### config.mk
export PLATFORM = sky130hd
export DESIGN_NAME = midpoint_ellipse_rasterizer_top
export DESIGN_NICKNAME = d
export VERILOG_FILES = /design/src/mer_pkg.sv /design/src/mer_useq.sv /design/src/mer_datapath.sv /design/src/midpoint_ellipse_rasterizer_top.sv
export VERILOG_INCLUDE_DIRS = /design/src /design/src/src
export SDC_FILE = /design/constraint.sdc
export NUM_CORES = 1
export LEC_CHECK = 0
export BUFFER_PORTS_ARGS = -buffer_cell sky130_fd_sc_hd__buf_2
export CORE_ASPECT_RATIO = 0.6
export CORE_MARGIN = 2
export CORE_UTILIZATION = 40
export DETAILED_ROUTE_END_ITERATION = 8
export GPL_TIMING_DRIVEN = 0
export HOLD_SLACK_MARGIN = 0.08
export PLACE_DENSITY = 0.54
export SLEW_MARGIN = 20
export SYNTH_ARGS = -nofsm -noshare
export SYNTH_HDL_FRONTEND = slang
export SYNTH_SLANG_ARGS = --single-unit
### constraint.sdc
create_clock -name i_clk -period 7.21 [get_ports i_clk]
set_clock_uncertainty 0.05 [all_clocks]
set_input_delay 0.3605 -clock i_clk [delete_from_list [all_inputs] [get_ports i_clk]]
set_output_delay 0.3605 -clock i_clk [all_outputs]
set_load 0.03 [all_outputs]
### src/midpoint_ellipse_rasterizer_top_assert.svh
// assertion macros for the midpoint ellipse rasterizer
// used by the top level only, no other dependencies
`ifndef MIDPOINT_ELLIPSE_RASTERIZER_TOP_ASSERT_SVH
`define MIDPOINT_ELLIPSE_RASTERIZER_TOP_ASSERT_SVH

// condition must never hold while out of reset
`define MER_ASSERT_NEVER(lbl, clk, rst_n, cond, msg) \
    lbl: assert property (@(posedge clk) disable iff (!rst_n) !(cond)) else $error(msg);

// antecedent in one cycle implies consequent in the next
`define MER_ASSERT_NEXT(lbl, clk, rst_n, pre, post, msg) \
    lbl: assert property (@(posedge clk) disable iff (!rst_n) (pre) |=> (post)) else $error(msg);

`endif

### src/mer_pkg.sv
// shared types, constants and microcode rom for the ellipse rasterizer
// no dependencies
package mer_pkg;

    localparam int DEF_MAX_RADIUS = 31;
    localparam int DEF_COORD_BITS = 11;
    localparam int EXT_W          = 17;   // widest coordinate plus one
    localparam int RAD_W          = 5;
    localparam int OUT_W          = 12;
    localparam int OFF_W          = 6;
    localparam int Y_W            = 7;
    localparam int SQ_W           = 10;
    localparam int MUL_W          = 13;
    localparam int PROD_W         = 26;
    localparam int P_W            = 26;
    localparam int SLOPE_W        = 18;
    localparam int RESULT_LIMIT   = 64;
    localparam int CNT_W          = $clog2(RESULT_LIMIT + 1);
    localparam int UCODE_DEPTH    = 13;
    localparam int STEP_W         = $clog2(UCODE_DEPTH);
    localparam int OUT_DATA_W     = 4 * OUT_W;

    typedef logic [STEP_W-1:0] t_step;

    // hold conditions: the step repeats while its condition is true
    typedef enum logic [1:0] {
        C_NONE,
        C_WAIT_IN,
        C_R1,
        C_R2
    } t_cond;

    typedef enum logic [3:0] {
        M_NONE,
        M_RX_RX,
        M_RY_RY,
        M_RX2_RY,
        M_ODD_ODD,
        M_RY2_PROD,
        M_YM1_YM1,
        M_RX2_PROD,
        M_RX2_RY2
    } t_mul_sel;

    typedef enum logic [2:0] {
        W_NONE,
        W_RX2,
        W_RY2,
        W_R1_INIT,
        W_P_LOAD,
        W_P_ADD4,
        W_P_SUB4
    } t_wr_sel;

    typedef struct packed {
        t_cond    hold;
        logic     jump;
        t_step    target;
        t_mul_sel mul;
        t_wr_sel  wr;
    } t_ucode;

    typedef struct packed {
        logic     load;
        t_mul_sel mul;
        t_wr_sel  wr;
        logic     step_r1;
        logic     step_r2;
    } t_ctrl;

    typedef struct packed {
        logic in_valid;
        logic r1_go;
        logic r2_go;
        logic out_free;
    } t_status;

    localparam t_step S_IDLE = t_step'(0);
    localparam t_step S_R1   = t_step'(5);
    localparam t_step S_R2   = t_step'(12);

    // control program, one word per step
    function automatic t_ucode ucode_rom(input t_step s);
        t_ucode w;
        w = '{hold: C_NONE, jump: 1'b0, target: S_IDLE, mul: M_NONE, wr: W_NONE};
        unique case (s)
            t_step'(0):  w.hold = C_WAIT_IN;
            t_step'(1):  w.mul  = M_RX_RX;
            t_step'(2):  begin w.mul = M_RY_RY;    w.wr = W_RX2;     end
            t_step'(3):  begin w.mul = M_RX2_RY;   w.wr = W_RY2;     end
            t_step'(4):  w.wr   = W_R1_INIT;
            t_step'(5):  w.hold = C_R1;
            t_step'(6):  w.mul  = M_ODD_ODD;
            t_step'(7):  w.mul  = M_RY2_PROD;
            t_step'(8):  begin w.mul = M_YM1_YM1;  w.wr = W_P_LOAD;  end
            t_step'(9):  w.mul  = M_RX2_PROD;
            t_step'(10): begin w.mul = M_RX2_RY2;  w.wr = W_P_ADD4;  end
            t_step'(11): w.wr   = W_P_SUB4;
            t_step'(12): begin w.hold = C_R2;      w.jump = 1'b1;    end
            default:     begin w.jump = 1'b1;      w.target = S_IDLE; end
        endcase
        return w;
    endfunction

endpackage

### src/mer_useq.sv
// microcode sequencer: step counter, control rom and hold/jump logic
// depends on mer_pkg
module mer_useq (
    input  logic            i_clk,
    input  logic            i_rst_n,
    input  mer_pkg::t_status i_status,
    output mer_pkg::t_ctrl  o_ctrl,
    output logic            o_in_ready
);
    import mer_pkg::*;

    t_step  r_step;
    t_step  n_step;
    t_ucode w_word;
    logic   w_hold;

    assign w_word = ucode_rom(r_step);

    always_comb begin
        unique case (w_word.hold)
            C_WAIT_IN: w_hold = !i_status.in_valid;
            C_R1:      w_hold = i_status.r1_go;
            C_R2:      w_hold = i_status.r2_go;
            default:   w_hold = 1'b0;
        endcase
    end

    always_comb begin
        if (w_hold) begin
            n_step = r_step;
        end else if (w_word.jump) begin
            n_step = w_word.target;
        end else begin
            n_step = r_step + t_step'(1);
        end
    end

    assign o_in_ready     = (w_word.hold == C_WAIT_IN);
    assign o_ctrl.load    = (w_word.hold == C_WAIT_IN) && i_status.in_valid;
    assign o_ctrl.mul     = w_word.mul;
    assign o_ctrl.wr      = w_word.wr;
    assign o_ctrl.step_r1 = (w_word.hold == C_R1) && i_status.r1_go && i_status.out_free;
    assign o_ctrl.step_r2 = (w_word.hold == C_R2) && i_status.r2_go && i_status.out_free;

    always_ff @(posedge i_clk) begin
        if (!i_rst_n) begin
            r_step <= S_IDLE;
        end else begin
            r_step <= n_step;
        end
    end

endmodule

### src/mer_datapath.sv
// datapath: shared multiplier, decision and slope registers, output register
// depends on mer_pkg, driven by the mer_useq control word
module mer_datapath #(
    parameter int MAX_RADIUS = mer_pkg::DEF_MAX_RADIUS,
    parameter int COORD_BITS = mer_pkg::DEF_COORD_BITS
) (
    input  logic                           i_clk,
    input  logic                           i_rst_n,
    input  logic [mer_pkg::RAD_W-1:0]      i_rx,
    input  logic [mer_pkg::RAD_W-1:0]      i_ry,
    input  logic [COORD_BITS-1:0]          i_cx,
    input  logic [COORD_BITS-1:0]          i_cy,
    input  mer_pkg::t_ctrl                 i_ctrl,
    input  logic                           i_in_valid,
    input  logic                           i_out_ready,
    output mer_pkg::t_status               o_status,
    output logic                           o_out_valid,
    output logic [mer_pkg::OUT_DATA_W-1:0] o_out_data,
    output logic                           o_out_last
);
    import mer_pkg::*;

    logic [RAD_W-1:0]      r_rx, r_ry;
    logic [OUT_W-1:0]      r_cx, r_cy;
    logic [SQ_W-1:0]       r_rx2, r_ry2;
    logic [OFF_W-1:0]      r_x;
    logic [Y_W-1:0]        r_y;
    logic [SLOPE_W-1:0]    r_dx, r_dy;
    logic [P_W-1:0]        r_p;
    logic [CNT_W-1:0]      r_n;
    logic [PROD_W-1:0]     r_prod;
    logic                  r_out_valid;
    logic [OUT_DATA_W-1:0] r_out_data;
    logic                  r_out_last;

    logic [RAD_W-1:0]      w_rx_c, w_ry_c;
    logic [EXT_W-1:0]      w_cx_ext, w_cy_ext;
    logic [MUL_W-1:0]      w_mul_a, w_mul_b, w_odd, w_ym1;
    logic [Y_W-1:0]        w_ym1_raw;
    logic [PROD_W-1:0]     w_prod;
    logic [P_W-1:0]        w_prod4, w_rx2_4, w_ry2_4, w_dx4, w_dy4;
    logic [SLOPE_W-1:0]    w_dx_inc, w_dy_dec, w_rx2_2, w_ry2_2;
    logic                  w_emit, w_last, w_p_neg, w_p_pos, w_at_limit;
    logic [OUT_W-1:0]      w_x12, w_y12;

    function automatic logic [P_W-1:0] slope_x4(input logic [SLOPE_W-1:0] v);
        logic [P_W-1:0] e;
        e = {{(P_W-SLOPE_W){v[SLOPE_W-1]}}, v};
        return {e[P_W-3:0], 2'b00};
    endfunction

    // radius saturation and coordinate sign extension
    assign w_rx_c   = (i_rx > RAD_W'(MAX_RADIUS)) ? RAD_W'(MAX_RADIUS) : i_rx;
    assign w_ry_c   = (i_ry > RAD_W'(MAX_RADIUS)) ? RAD_W'(MAX_RADIUS) : i_ry;
    assign w_cx_ext = {{(EXT_W-COORD_BITS){i_cx[COORD_BITS-1]}}, i_cx};
    assign w_cy_ext = {{(EXT_W-COORD_BITS){i_cy[COORD_BITS-1]}}, i_cy};

    // multiplier operands
    assign w_odd     = {{(MUL_W-OFF_W-1){1'b0}}, r_x, 1'b1};
    assign w_ym1_raw = r_y - Y_W'(1);
    assign w_ym1     = (r_y == '0) ? MUL_W'(1)
                                   : {{(MUL_W-Y_W+1){1'b0}}, w_ym1_raw[Y_W-2:0]};

    always_comb begin
        case (i_ctrl.mul)
            M_RX_RX: begin
                w_mul_a = MUL_W'(r_rx);
                w_mul_b = MUL_W'(r_rx);
            end
            M_RY_RY: begin
                w_mul_a = MUL_W'(r_ry);
                w_mul_b = MUL_W'(r_ry);
            end
            M_RX2_RY: begin
                w_mul_a = MUL_W'(r_rx2);
                w_mul_b = MUL_W'(r_ry);
            end
            M_ODD_ODD: begin
                w_mul_a = w_odd;
                w_mul_b = w_odd;
            end
            M_RY2_PROD: begin
                w_mul_a = MUL_W'(r_ry2);
                w_mul_b = r_prod[MUL_W-1:0];
            end
            M_YM1_YM1: begin
                w_mul_a = w_ym1;
                w_mul_b = w_ym1;
            end
            M_RX2_PROD: begin
                w_mul_a = MUL_W'(r_rx2);
                w_mul_b = r_prod[MUL_W-1:0];
            end
            M_RX2_RY2: begin
                w_mul_a = MUL_W'(r_rx2);
                w_mul_b = MUL_W'(r_ry2);
            end
            default: begin
                w_mul_a = '0;
                w_mul_b = '0;
            end
        endcase
    end

    assign w_prod  = w_mul_a * w_mul_b;
    assign w_prod4 = {r_prod[P_W-3:0], 2'b00};

    // incremental terms
    assign w_rx2_2  = {{(SLOPE_W-SQ_W-1){1'b0}}, r_rx2, 1'b0};
    assign w_ry2_2  = {{(SLOPE_W-SQ_W-1){1'b0}}, r_ry2, 1'b0};
    assign w_rx2_4  = {{(P_W-SQ_W-2){1'b0}}, r_rx2, 2'b00};
    assign w_ry2_4  = {{(P_W-SQ_W-2){1'b0}}, r_ry2, 2'b00};
    assign w_dx_inc = r_dx + w_ry2_2;
    assign w_dy_dec = r_dy - w_rx2_2;
    assign w_dx4    = slope_x4(w_dx_inc);
    assign w_dy4    = slope_x4(w_dy_dec);
    assign w_p_neg  = r_p[P_W-1];
    assign w_p_pos  = !r_p[P_W-1] && (r_p != '0);

    assign w_at_limit = (r_n == CNT_W'(RESULT_LIMIT - 1));
    assign w_emit     = i_ctrl.step_r1 || i_ctrl.step_r2;
    assign w_last     = w_at_limit || (i_ctrl.step_r2 && (r_y == '0));

    assign o_status.in_valid = i_in_valid;
    assign o_status.r1_go    = ($signed(r_dx) < $signed(r_dy)) && (r_n < CNT_W'(RESULT_LIMIT));
    assign o_status.r2_go    = !r_y[Y_W-1] && (r_n < CNT_W'(RESULT_LIMIT));
    assign o_status.out_free = !r_out_valid || i_out_ready;

    // algorithm registers
    always_ff @(posedge i_clk) begin
        if (i_ctrl.mul != M_NONE) begin
            r_prod <= w_prod;
        end
        if (i_ctrl.load) begin
            r_rx <= w_rx_c;
            r_ry <= w_ry_c;
            r_cx <= w_cx_ext[OUT_W-1:0];
            r_cy <= w_cy_ext[OUT_W-1:0];
            r_x  <= '0;
            r_y  <= {{(Y_W-RAD_W){1'b0}}, w_ry_c};
            r_dx <= '0;
            r_n  <= '0;
        end
        case (i_ctrl.wr)
            W_RX2:     r_rx2 <= r_prod[SQ_W-1:0];
            W_RY2:     r_ry2 <= r_prod[SQ_W-1:0];
            W_R1_INIT: begin
                r_dy <= {{(SLOPE_W-SQ_W-RAD_W-1){1'b0}}, r_prod[SQ_W+RAD_W-1:0], 1'b0};
                r_p  <= w_ry2_4 - w_prod4 + P_W'(r_rx2);
            end
            W_P_LOAD:  r_p <= r_prod[P_W-1:0];
            W_P_ADD4:  r_p <= r_p + w_prod4;
            W_P_SUB4:  r_p <= r_p - w_prod4;
            default:   ;
        endcase
        if (i_ctrl.step_r1) begin
            r_n  <= r_n + CNT_W'(1);
            r_x  <= r_x + OFF_W'(1);
            r_dx <= w_dx_inc;
            if (w_p_neg) begin
                r_p <= r_p + w_dx4 + w_ry2_4;
            end else begin
                r_y  <= r_y - Y_W'(1);
                r_dy <= w_dy_dec;
                r_p  <= r_p + w_dx4 - w_dy4 + w_ry2_4;
            end
        end
        if (i_ctrl.step_r2) begin
            r_n  <= r_n + CNT_W'(1);
            r_y  <= r_y - Y_W'(1);
            r_dy <= w_dy_dec;
            if (w_p_pos) begin
                r_p <= r_p + w_rx2_4 - w_dy4;
            end else begin
                r_x  <= r_x + OFF_W'(1);
                r_dx <= w_dx_inc;
                r_p  <= r_p + w_dx4 - w_dy4 + w_rx2_4;
            end
        end
    end

    // output register
    assign w_x12 = {{(OUT_W-OFF_W){1'b0}}, r_x};
    assign w_y12 = {{(OUT_W-Y_W){r_y[Y_W-1]}}, r_y};

    always_ff @(posedge i_clk) begin
        if (w_emit) begin
            r_out_data <= {r_cy - w_y12, r_cy + w_y12, r_cx - w_x12, r_cx + w_x12};
            r_out_last <= w_last;
        end
    end

    always_ff @(posedge i_clk) begin
        if (!i_rst_n) begin
            r_out_valid <= 1'b0;
        end else if (w_emit) begin
            r_out_valid <= 1'b1;
        end else if (i_out_ready) begin
            r_out_valid <= 1'b0;
        end
    end

    assign o_out_valid = r_out_valid;
    assign o_out_data  = r_out_data;
    assign o_out_last  = r_out_last;

endmodule

### src/midpoint_ellipse_rasterizer_top.sv
// first point group comes from the region 1 loop, or from region 2 after its set-up if region 1 is empty
// one command transaction per program pass of n point groups (n <= rx + ry + 1), paced
// by the microcode program around one shared 13x13 multiplier, groups one per cycle while the output is free
// a new command is taken only at the idle step; the last group may still wait downstream
// reset: synchronous active-low i_rst_n returns the step counter to idle and empties
// the output register; datapath registers are loaded per command and need no reset
module midpoint_ellipse_rasterizer_top #(
    parameter int MAX_RADIUS = mer_pkg::DEF_MAX_RADIUS,
    parameter int COORD_BITS = mer_pkg::DEF_COORD_BITS,
    parameter int IN_BYTES   = (2 * mer_pkg::RAD_W + 2 * COORD_BITS + 7) / 8
) (
    input  logic                  i_clk,
    input  logic                  i_rst_n,
    // command stream
    input  logic                  i_s_tvalid,
    output logic                  o_s_tready,
    // radius_x, radius_y, centre_x, centre_y (from bit 0 up), zero padded
    input  logic [8*IN_BYTES-1:0] i_s_tdata,
    // point group stream
    output logic                  o_m_tvalid,
    input  logic                  i_m_tready,
    // x_right, x_left, y_top, y_bottom (from bit 0 up)
    output logic [mer_pkg::OUT_DATA_W-1:0] o_m_tdata,
    // last_point
    output logic                  o_m_tlast
);
    import mer_pkg::*;

`include "midpoint_ellipse_rasterizer_top_assert.svh"

    localparam int CX_LSB = 2 * RAD_W;
    localparam int CY_LSB = CX_LSB + COORD_BITS;

    t_ctrl   w_ctrl;
    t_status w_status;
    logic    w_emit;
    logic    w_in_acc;

    // sequencer walks the control program: set-up products, region 1 loop,
    // region 2 set-up products, region 2 loop, back to idle
    mer_useq u_useq (
        .i_clk      (i_clk),
        .i_rst_n    (i_rst_n),
        .i_status   (w_status),
        .o_ctrl     (w_ctrl),
        .o_in_ready (o_s_tready)
    );

    // datapath holds the decision value scaled by four so that the quarter
    // and half terms of the midpoint tests stay exact integers
    mer_datapath #(
        .MAX_RADIUS (MAX_RADIUS),
        .COORD_BITS (COORD_BITS)
    ) u_datapath (
        .i_clk       (i_clk),
        .i_rst_n     (i_rst_n),
        .i_rx        (i_s_tdata[RAD_W-1:0]),
        .i_ry        (i_s_tdata[2*RAD_W-1:RAD_W]),
        .i_cx        (i_s_tdata[CX_LSB +: COORD_BITS]),
        .i_cy        (i_s_tdata[CY_LSB +: COORD_BITS]),
        .i_ctrl      (w_ctrl),
        .i_in_valid  (i_s_tvalid),
        .i_out_ready (i_m_tready),
        .o_status    (w_status),
        .o_out_valid (o_m_tvalid),
        .o_out_data  (o_m_tdata),
        .o_out_last  (o_m_tlast)
    );

    // either region loop produces a point group this cycle
    assign w_emit   = w_ctrl.step_r1 || w_ctrl.step_r2;
    // command transaction this cycle
    assign w_in_acc = i_s_tvalid && o_s_tready;

    // a command transaction always moves the sequencer off the idle step
    `MER_ASSERT_NEXT(a_leave_idle, i_clk, i_rst_n, w_in_acc, !o_s_tready, "still idle after command")
    // a new point group never overwrites one that is still waiting
    `MER_ASSERT_NEVER(a_no_overwrite, i_clk, i_rst_n, w_emit && o_m_tvalid && !i_m_tready, "overwrite")
    // no point group is produced while waiting for a command
    `MER_ASSERT_NEVER(a_idle_quiet, i_clk, i_rst_n, o_s_tready && w_emit, "group produced while idle")
    // the two region loops are never active together
    `MER_ASSERT_NEVER(a_one_region, i_clk, i_rst_n, w_ctrl.step_r1 && w_ctrl.step_r2, "both regions active")

endmodule
==> results of run 1 <==
worst max path at each step:
stage | endpoint | startpoint | depth (start not counted) | slack (ps)
final | u_datapath.r_p[25]$_DFFE_PN_ | u_datapath.r_ry2[5]$_DFFE_PN_ | 27 | 200
after global routing | u_datapath.r_p[25]$_DFFE_PN_ | u_datapath.r_ry2[1]$_DFFE_PN_ | 30 | -30
after CTS | u_datapath.r_p[25]$_DFFE_PN_ | u_datapath.r_ry2[1]$_DFFE_PN_ | 28 | 0.1
after detailed placement | u_datapath.r_prod[23]$_DFFE_PP_ | u_useq.r_step[0]$_SDFFE_PN0N_ | 29 | -1470
after global placement | u_datapath.r_prod[24]$_DFFE_PP_ | u_useq.r_step[0]$_SDFFE_PN0N_ | 29 | -1570
after floorplan | u_datapath.r_prod[24]$_DFFE_PP_ | u_useq.r_step[0]$_SDFFE_PN0N_ | 27 | 190
logic make-up after synthesis:
group	share of synthesized area, %
buf+inv	6.205
xor+xnor	8.398
flops	23.82
compound gates	19.92
simple gates	15.75
fa+ha+maj	24.74
mux	1.178
flip-flops by register name, indices dropped and copies added (netlist names):
register,count
u_datapath.r_ry2,10
u_datapath.r_y,7
u_datapath.o_out_data,46
u_datapath.r_n,7
u_datapath.o_out_last,1
u_datapath.r_rx,5
u_datapath.r_cx,11
u_datapath.r_cy,11
u_datapath.r_ry,5
u_datapath.r_x,6
u_datapath.r_dy,18
u_datapath.o_out_valid,1
u_datapath.r_prod,25
u_datapath.r_rx2,10
u_datapath.r_p,26
u_useq.r_step,4
u_datapath.r_dx,18
area by class of cell:
type	instances	area, sq um	area share, %
antenna	2	5.005	0.01755
buffer	82	390.4	1.369
clock buffer	24	600.6	2.106
clock inverter	19	226.5	0.7943
inverter	310	1172	4.112
multi-input combinational	2194	18070	63.37
sequential	211	5827	20.44
tap	828	1036	3.634
timing repair buffer	166	1185	4.156
power breakdown:
group	internal (mW)	total (mW)	switching, mW
sequential	1.58	1.89	0.306
clock	0.759	1.33	0.573
combinational	4.22	10.6	6.37
repair_timing:
action	CTS	global route
buffers inserted	23	24
pin swaps	23	44
gates resized for setup	131	90
endpoints found under the hold margin	41	0
hold buffers	34	0
endpoints found under the setup margin	23	14
gates cloned	0	1
per-stage QoR:
step	util (%)	worst slack, ps	setup TNS (ps)
2_1_floorplan	-	192.4	0
3_3_place_gp	42.67	-1570	-18660
4_1_cts	45.97	0.1368	0
6_report	47.04	202.2	0
3_5_place_dp	42.86	-1465	-17910
5_1_grt	47.03	-28.05	-69.32
cell usage after synthesis (13+ instances only):
cell	count	area, sq um
nand2_1	210	788.3
dfxtp_1	52	1041
nor2b_1	29	181.4
mux2i_1	13	130.1
fa_1	118	2362
nand3_1	62	310.3
o31ai_1	19	142.6
nor2_1	257	964.7
a21oi_1	172	860.8
a31oi_1	21	131.4
a211oi_1	48	360.4
a222oi_1	15	150.1
and2_1	18	112.6
or2_2	17	106.4
o21a_1	36	270.3
ha_1	294	3679
clkbuf_1	81	304.0
nand2b_1	45	281.5
o21ai_0	126	630.6
edfxtp_1	159	4775
a22oi_1	20	150.1
o211ai_1	27	202.7
and3_1	28	175.2
a21o_1	65	488.0
nor3_1	54	270.3
o21bai_1	21	157.7
xor2_1	75	656.9
inv_1	306	1149
mux2_2	14	157.7
xnor2_1	154	1349
or3_1	24	150.1
nand4_1	13	81.33
cell usage in the layout (no fill, tap or decap), types with 18 or more instances in the layout:
cell type      instances
xor2_1                75
and3_1                26
nand2_1              204
nor2b_1               28
dfxtp_1               47
xnor2_1              144
a21oi_1              157
o21ai_0              115
a21o_1                64
a31oi_1               18
edfxtp_1             159
a21oi_2               18
nor2_1               250
buf_4                 50
inv_1                304
clkbuf_16             24
fa_1                 117
a211oi_1              37
ha_1                 278
nor3_1                48
dlygate4sd3_1         34
o21a_1                36
nand2b_1              42
o211ai_1              27
buf_2                 84
clkbuf_1              61
nand3_1               60
o21bai_1              21
or3_1                 24
routing by layer:
layer	wire [um]	track usage, %
met3	11470	9.656
met2	32630	34.94
met1	44230	44.55
met5	50	0
met4	1316	4.531
critical path: stages, from the launching register on:
cell and delay, ps:
edfxtp_1 700, ha_1 520, nand3_1 130, o2111ai_2 240
and3_1 220, o21ai_0 80, nand2b_1 120, nor2_1 60
nor2_1 320, ha_1 320, buf_6 150, a21boi_1 210
o211ai_1 250, a31oi_4 300, mux2i_2 280, o2111ai_4 200
ha_4 380, nand3_2 150, nor3_4 220, a211oi_4 120
xnor2_2 280, inv_1 140, nor4_4 320, buf_4 180
nand4_1 120, o31a_1 290, o21ai_0 220, o2111ai_1 140
==> results.yml, run 1 <==
timing:
  clock.fmax_mhz: 142.7
  setup_violations: 0
  worstMarginPinSlew_ps: 1171
  holdWs_ps: 283.0
  finalMaxSlewViolations: 0
  fin_crit_sh_pct: 97.20
  timing.max_slew.rel_slack_pct: 21.93
  rsz_0062_raised_after_global_routing: "yes"
  min_period_ps: 7008
  finalHoldViolCount: 0
placed_design:
  placed_cells: 3716
  post_dp_cell_area_sq_mm: 0.02598
  count_of_input_and_output_buffers: 81
  dp.final_hpwl_um: 72510
  place_congestion: 0.9656
setup_path:
  worstReg2RegEnd: "u_datapath.r_p[25]$_DFFE_PN_"
  worst_reg2reg_path_depth: 27
  critPathLaunchType: "register"
  worstReg2RegStart: "u_datapath.r_ry2[5]$_DFFE_PN_"
  critPathCaptureType: "register"
  timing.reg2reg.setup_slack_ps: 200
  critical_path_class: "reg2reg"
  critPathRequiredTime_ps: 7460
  critical_path_arrival_ps: 7260
  path_max_fanout: 9
logic_synthesis:
  synth_enable_flop_cells: 159
  yosysUniqueCellTypes: 101
  synth.avg_cell_area_sq_um: 8.712
  netlist_area_sq_mm: 0.02442
  yosys_warnings: 0
  ffs_w_async_s_r_synth_pct: 0
  most_used_flip_flop_cell_after_synthesis: "edfxtp_1"
  synthCells: 2803
  number_of_nets_in_the_synthesized_netlist: 3251
  yosys_register_bits: 211
  seq_area_frac_synth_pct: 23.82
route:
  via_per_inst: 5.800
  route.detailed.drc: 0
  detail_route_antenna_nets: 0
  first_pass_iters: 6
  wire_per_inst_um: 23.38
  dr.first_iter.drc_count: 2387
  routed-via-count: 22248
  total_length_of_routed_wires_um: 89700
power:
  total_leakage_power_nw: 12.28
  pwr_density_cell_mw_per_mm2: 484.5
  total_power_mw: 13.81
  worst_ir_drop_vdd_uv: 297.1
floorplanning:
  placement_rows: 70
  die_width_um: 323.0
  dieHeight_um: 195.4
  io_pins: 87
  core_area_sq_mm: 0.06061
  initial_utilization_pct: 40.29
  floorplan.die_area_sq_mm: 0.06310
global_routing:
  wire_length_of_the_first_global_routing_pass_um: 130800
  antenna_found_initial: 8
  grt_start_max_net_pins: 52
  globalRouteOverflowTotal: 0
  number_of_global_route_vias_before_repair: 20861
  grt.total_usage_pct: 27.79
clock_network:
  clkSinkCount: 211
  cts.clk_slew.worst_paths_ps: 70
  clock-root-buffer: "clkbuf_16"
  tritoncts_buffers: 24
  tritoncts_clock_tree: "done"
  clk_path_buf_depth: 3
  worstSkewPairLatency_ps: 570
  cts-htree-levels: 1
cells_and_area:
  layout.nets: 3437
  layout.filler_cells: 5890
  final-instance-count-excl-fill: 3836
  final_cell_area_sq_mm: 0.02851
  syn2layout_area_growth_pct: 16.76
  final_layout_size_suffix_gt1_share_pct: 13.34
job:
  max_cap_viol_count: 0
outcome:
  status: "complete, no violations"
hold_path:
  worst_hold_endpoint: "u_useq.r_step[3]$_SDFFE_PN0N_"
  min_from: "i_s_tvalid"
  min_path_type: "in2reg"
  whs_path_depth: 5
No activity file was read; power rests on OpenSTA's default activity.
==> inputs of run 2 (changes only) <==
--- a/config.mk
+++ b/config.mk
@@ -15,4 +15,5 @@
 export HOLD_SLACK_MARGIN = 0.08
 export PLACE_DENSITY = 0.54
+export SETUP_SLACK_MARGIN = 0.2
 export SLEW_MARGIN = 20
 export SYNTH_ARGS = -nofsm -noshare
==> constraint.sdc (replaced) <==
create_clock -name i_clk -period 7.21 [get_ports i_clk]
set_clock_uncertainty 0.05 [all_clocks]
set_input_delay 1.442 -clock i_clk [delete_from_list [all_inputs] [get_ports i_clk]]
set_output_delay 1.442 -clock i_clk [all_outputs]
set_load 0.03 [all_outputs]
==> run 2 against run 1 <==
Effect of this change: non-clock buffer count is 23 higher; clock power is essentially flat; core utilization increased by 0.62 points; critical path depth up 1; worst setup slack improved by 78 ps; hold slack better by 160 ps; wire length rose by 0.61%; fmax is 1.1% higher; via count up 0.34%; critical endpoint is now u_datapath.r_prod[23]$_DFFE_PP_; largest cell class unchanged.
==> results.yml, run 2 (synthesis gave the netlist of run 1 again) <==
power:
  combinationalPowerShare_pct: 77.2
  cell_internal_power_mw: 6.710
  total_power_mw: 14.08
  power.share.sequential_pct: 13.4
  total_leakage_power_nw: 12.47
  share_clk_of_total_power_pct: 9.5
  pwr_density_cell_mw_per_mm2: 487.3
  sw_frac_of_total_pct: 52.33
  netSwitchingPower_mw: 7.367
  worst_ir_drop_vdd_uv: 305.7
clock_network:
  cts.clk_slew.worst_paths_ps: 70
  clock-root-buffer: "clkbuf_16"
  clk_path_buf_depth: 3
  clkSinkCount: 211
  tritoncts_buffers: 24
  tritoncts_clock_tree: "done"
  cts-htree-levels: 1
  cts-hold-fix-buffers: 0
  worstSkewPairLatency_ps: 570
cells_and_area:
  final_cell_mix: "298 x inv_1, 276 x ha_1, 248 x nor2_1"
  syn2layout_area_growth_pct: 18.29
  layout_commonest_cell: "inv_1"
  final_cell_area_sq_mm: 0.02889
  final-instance-count-excl-fill: 3862
  number_of_flip_flops_under_the_largest_register_name: 46
  layout.nets: 3459
  final_layout_size_suffix_gt1_share_pct: 16.28
setup_path:
  worst_path_max_delay_cell: "fa_1"
  timing.critical_path.slowest_cell_delay_ps: 550
  critical_path_arrival_ps: 7190
  critical_path_class: "reg2reg"
  path_max_fanout: 7
  critical-path-top-cell-by-count: "fa_1"
  critPathLaunchType: "register"
  critPathCaptureType: "register"
  critPathRequiredTime_ps: 7470
route:
  wire_per_inst_um: 23.37
  via_per_inst: 5.780
  dr.first_iter.drc_count: 2416
  total_length_of_routed_wires_um: 90250
  detail_route_antenna_nets: 0
  first_pass_iters: 6
  routed-via-count: 22324
  route.detailed.drc: 0
placed_design:
  place_congestion: 0.9656
  placed_cells: 3716
  dpl_worst_slack_ps: -1465
  dp.final_hpwl_um: 72510
  count_of_input_and_output_buffers: 81
  post_dp_cell_area_sq_mm: 0.02598
global_routing:
  globalRouteOverflowTotal: 0
  wire_length_of_the_first_global_routing_pass_um: 130900
  number_of_global_route_vias_before_repair: 20842
  antenna_found_initial: 8
  grt.total_usage_pct: 27.82
  grt_start_max_net_pins: 52
timing:
  worstMarginPinSlew_ps: 1259
  timing.max_slew.rel_slack_pct: 16.07
  finalMaxSlewViolations: 0
  clock.fmax_mhz: 144.3
  finalHoldViolCount: 0
  fin_crit_sh_pct: 96.12
  min_period_ps: 6930
  setup_violations: 0
  setup_tns_ps: 0
  rsz_0062_raised_after_global_routing: "yes"
  slack_of_the_critical_path_ps: 279.9
job:
  max_cap_viol_count: 0
floorplanning:
  io_pins: 87
  die_width_um: 323.0
  dieHeight_um: 195.4
  floorplan.die_area_sq_mm: 0.06310
  placement_rows: 70
  initial_utilization_pct: 40.29
  core_area_sq_mm: 0.06061
hold_path:
  min_path_type: "reg2reg"
outcome:
  status: "complete, no violations"
-- run 2: cell count changes in the layout (fill, tap and decap cells not counted), moves of 5 or more --
cell / before / now
buf_6: 4 / 16
dlygate4sd3_1: 34 / 0
inv_2: 3 / 8
inv_1: 304 / 298
buf_4: 50 / 89
-- run 2: area by class of cell --
class	count	area [sq um]
Multi-Input combinational cell	2193	18260
Fill cell	5879	31720
Tap cell	828	1036
Antenna cell	6	15.01
Sequential cell	211	5823
Clock inverter	19	226.5
Inverter	310	1176
Buffer	89	478.0
Clock buffer	24	600.6
Timing Repair Buffer	182	1274
-- run 2: critical path, delay by kind of cell (launching register included) --
kind | cells | cell delay (ps)
AO/OA/AOI/OAI | 7 | 1340
adder cells (fa/ha/maj) | 7 | 2780
XOR/XNOR | 1 | 70
flip-flops | 1 | 350
buffers and inverters | 7 | 740
AND/OR/NAND/NOR | 6 | 1330
-- run 2: worst paths after layout --
path	endpoint	slack, ps	depth (start not counted)	startpoint
min reg2reg	u_datapath.r_dx[4]$_DFF_P_	450	2	u_datapath.r_dx[4]$_DFF_P_
max	u_datapath.r_prod[23]$_DFFE_PP_	280	28	u_useq.r_step[1]$_SDFFE_PN0N_
min	u_datapath.r_dx[4]$_DFF_P_	450	2	u_datapath.r_dx[4]$_DFF_P_
max reg2reg	u_datapath.r_prod[23]$_DFFE_PP_	280	28	u_useq.r_step[1]$_SDFFE_PN0N_
-- run 2: repair_timing --
action                     CTS  global route
buffers inserted            38            58
gates resized for setup    167           141
setup endpoints to repair   25            17
hold endpoints to repair     0             0
pin swaps                   44            75
cloned                       0             1
-- run 2: through the flow --
| step | hold WS (ps) | utilization [%] |
|---|---|---|
| 2_1_floorplan | 404.9 | - |
| 3_3_place_gp | 419.8 | 42.67 |
| 3_5_place_dp | 431.6 | 42.86 |
| 4_1_cts | 441.9 | 45.91 |
| 5_1_grt | 461.9 | 47.63 |
| 6_report | 447.0 | 47.66 |
-- run 2: routing by layer --
| metal | global-route usage, % | vias to the layer above | part of all wire (%) |
|---|---|---|---|
| met1 | 44.16 | 10877 | 49 |
| li1 | - | 10366 | - |
| met3 | 10.26 | 82 | 12 |
| met5 | 0 | - | 0.055 |
| met4 | 4.289 | 8 | 1.3 |
| met2 | 35.19 | 991 | 37 |
-- run 2: power groups by stage --
stage,Clock (mW),Sequential (mW),Combinational (mW)
CTS,1.35,1.87,9.91
floorplan,0,1.74,7.18
global route,1.39,1.89,11.7
detailed placement,0,1.89,9.48
finish,1.33,1.88,10.9
global placement,0,1.89,9.32
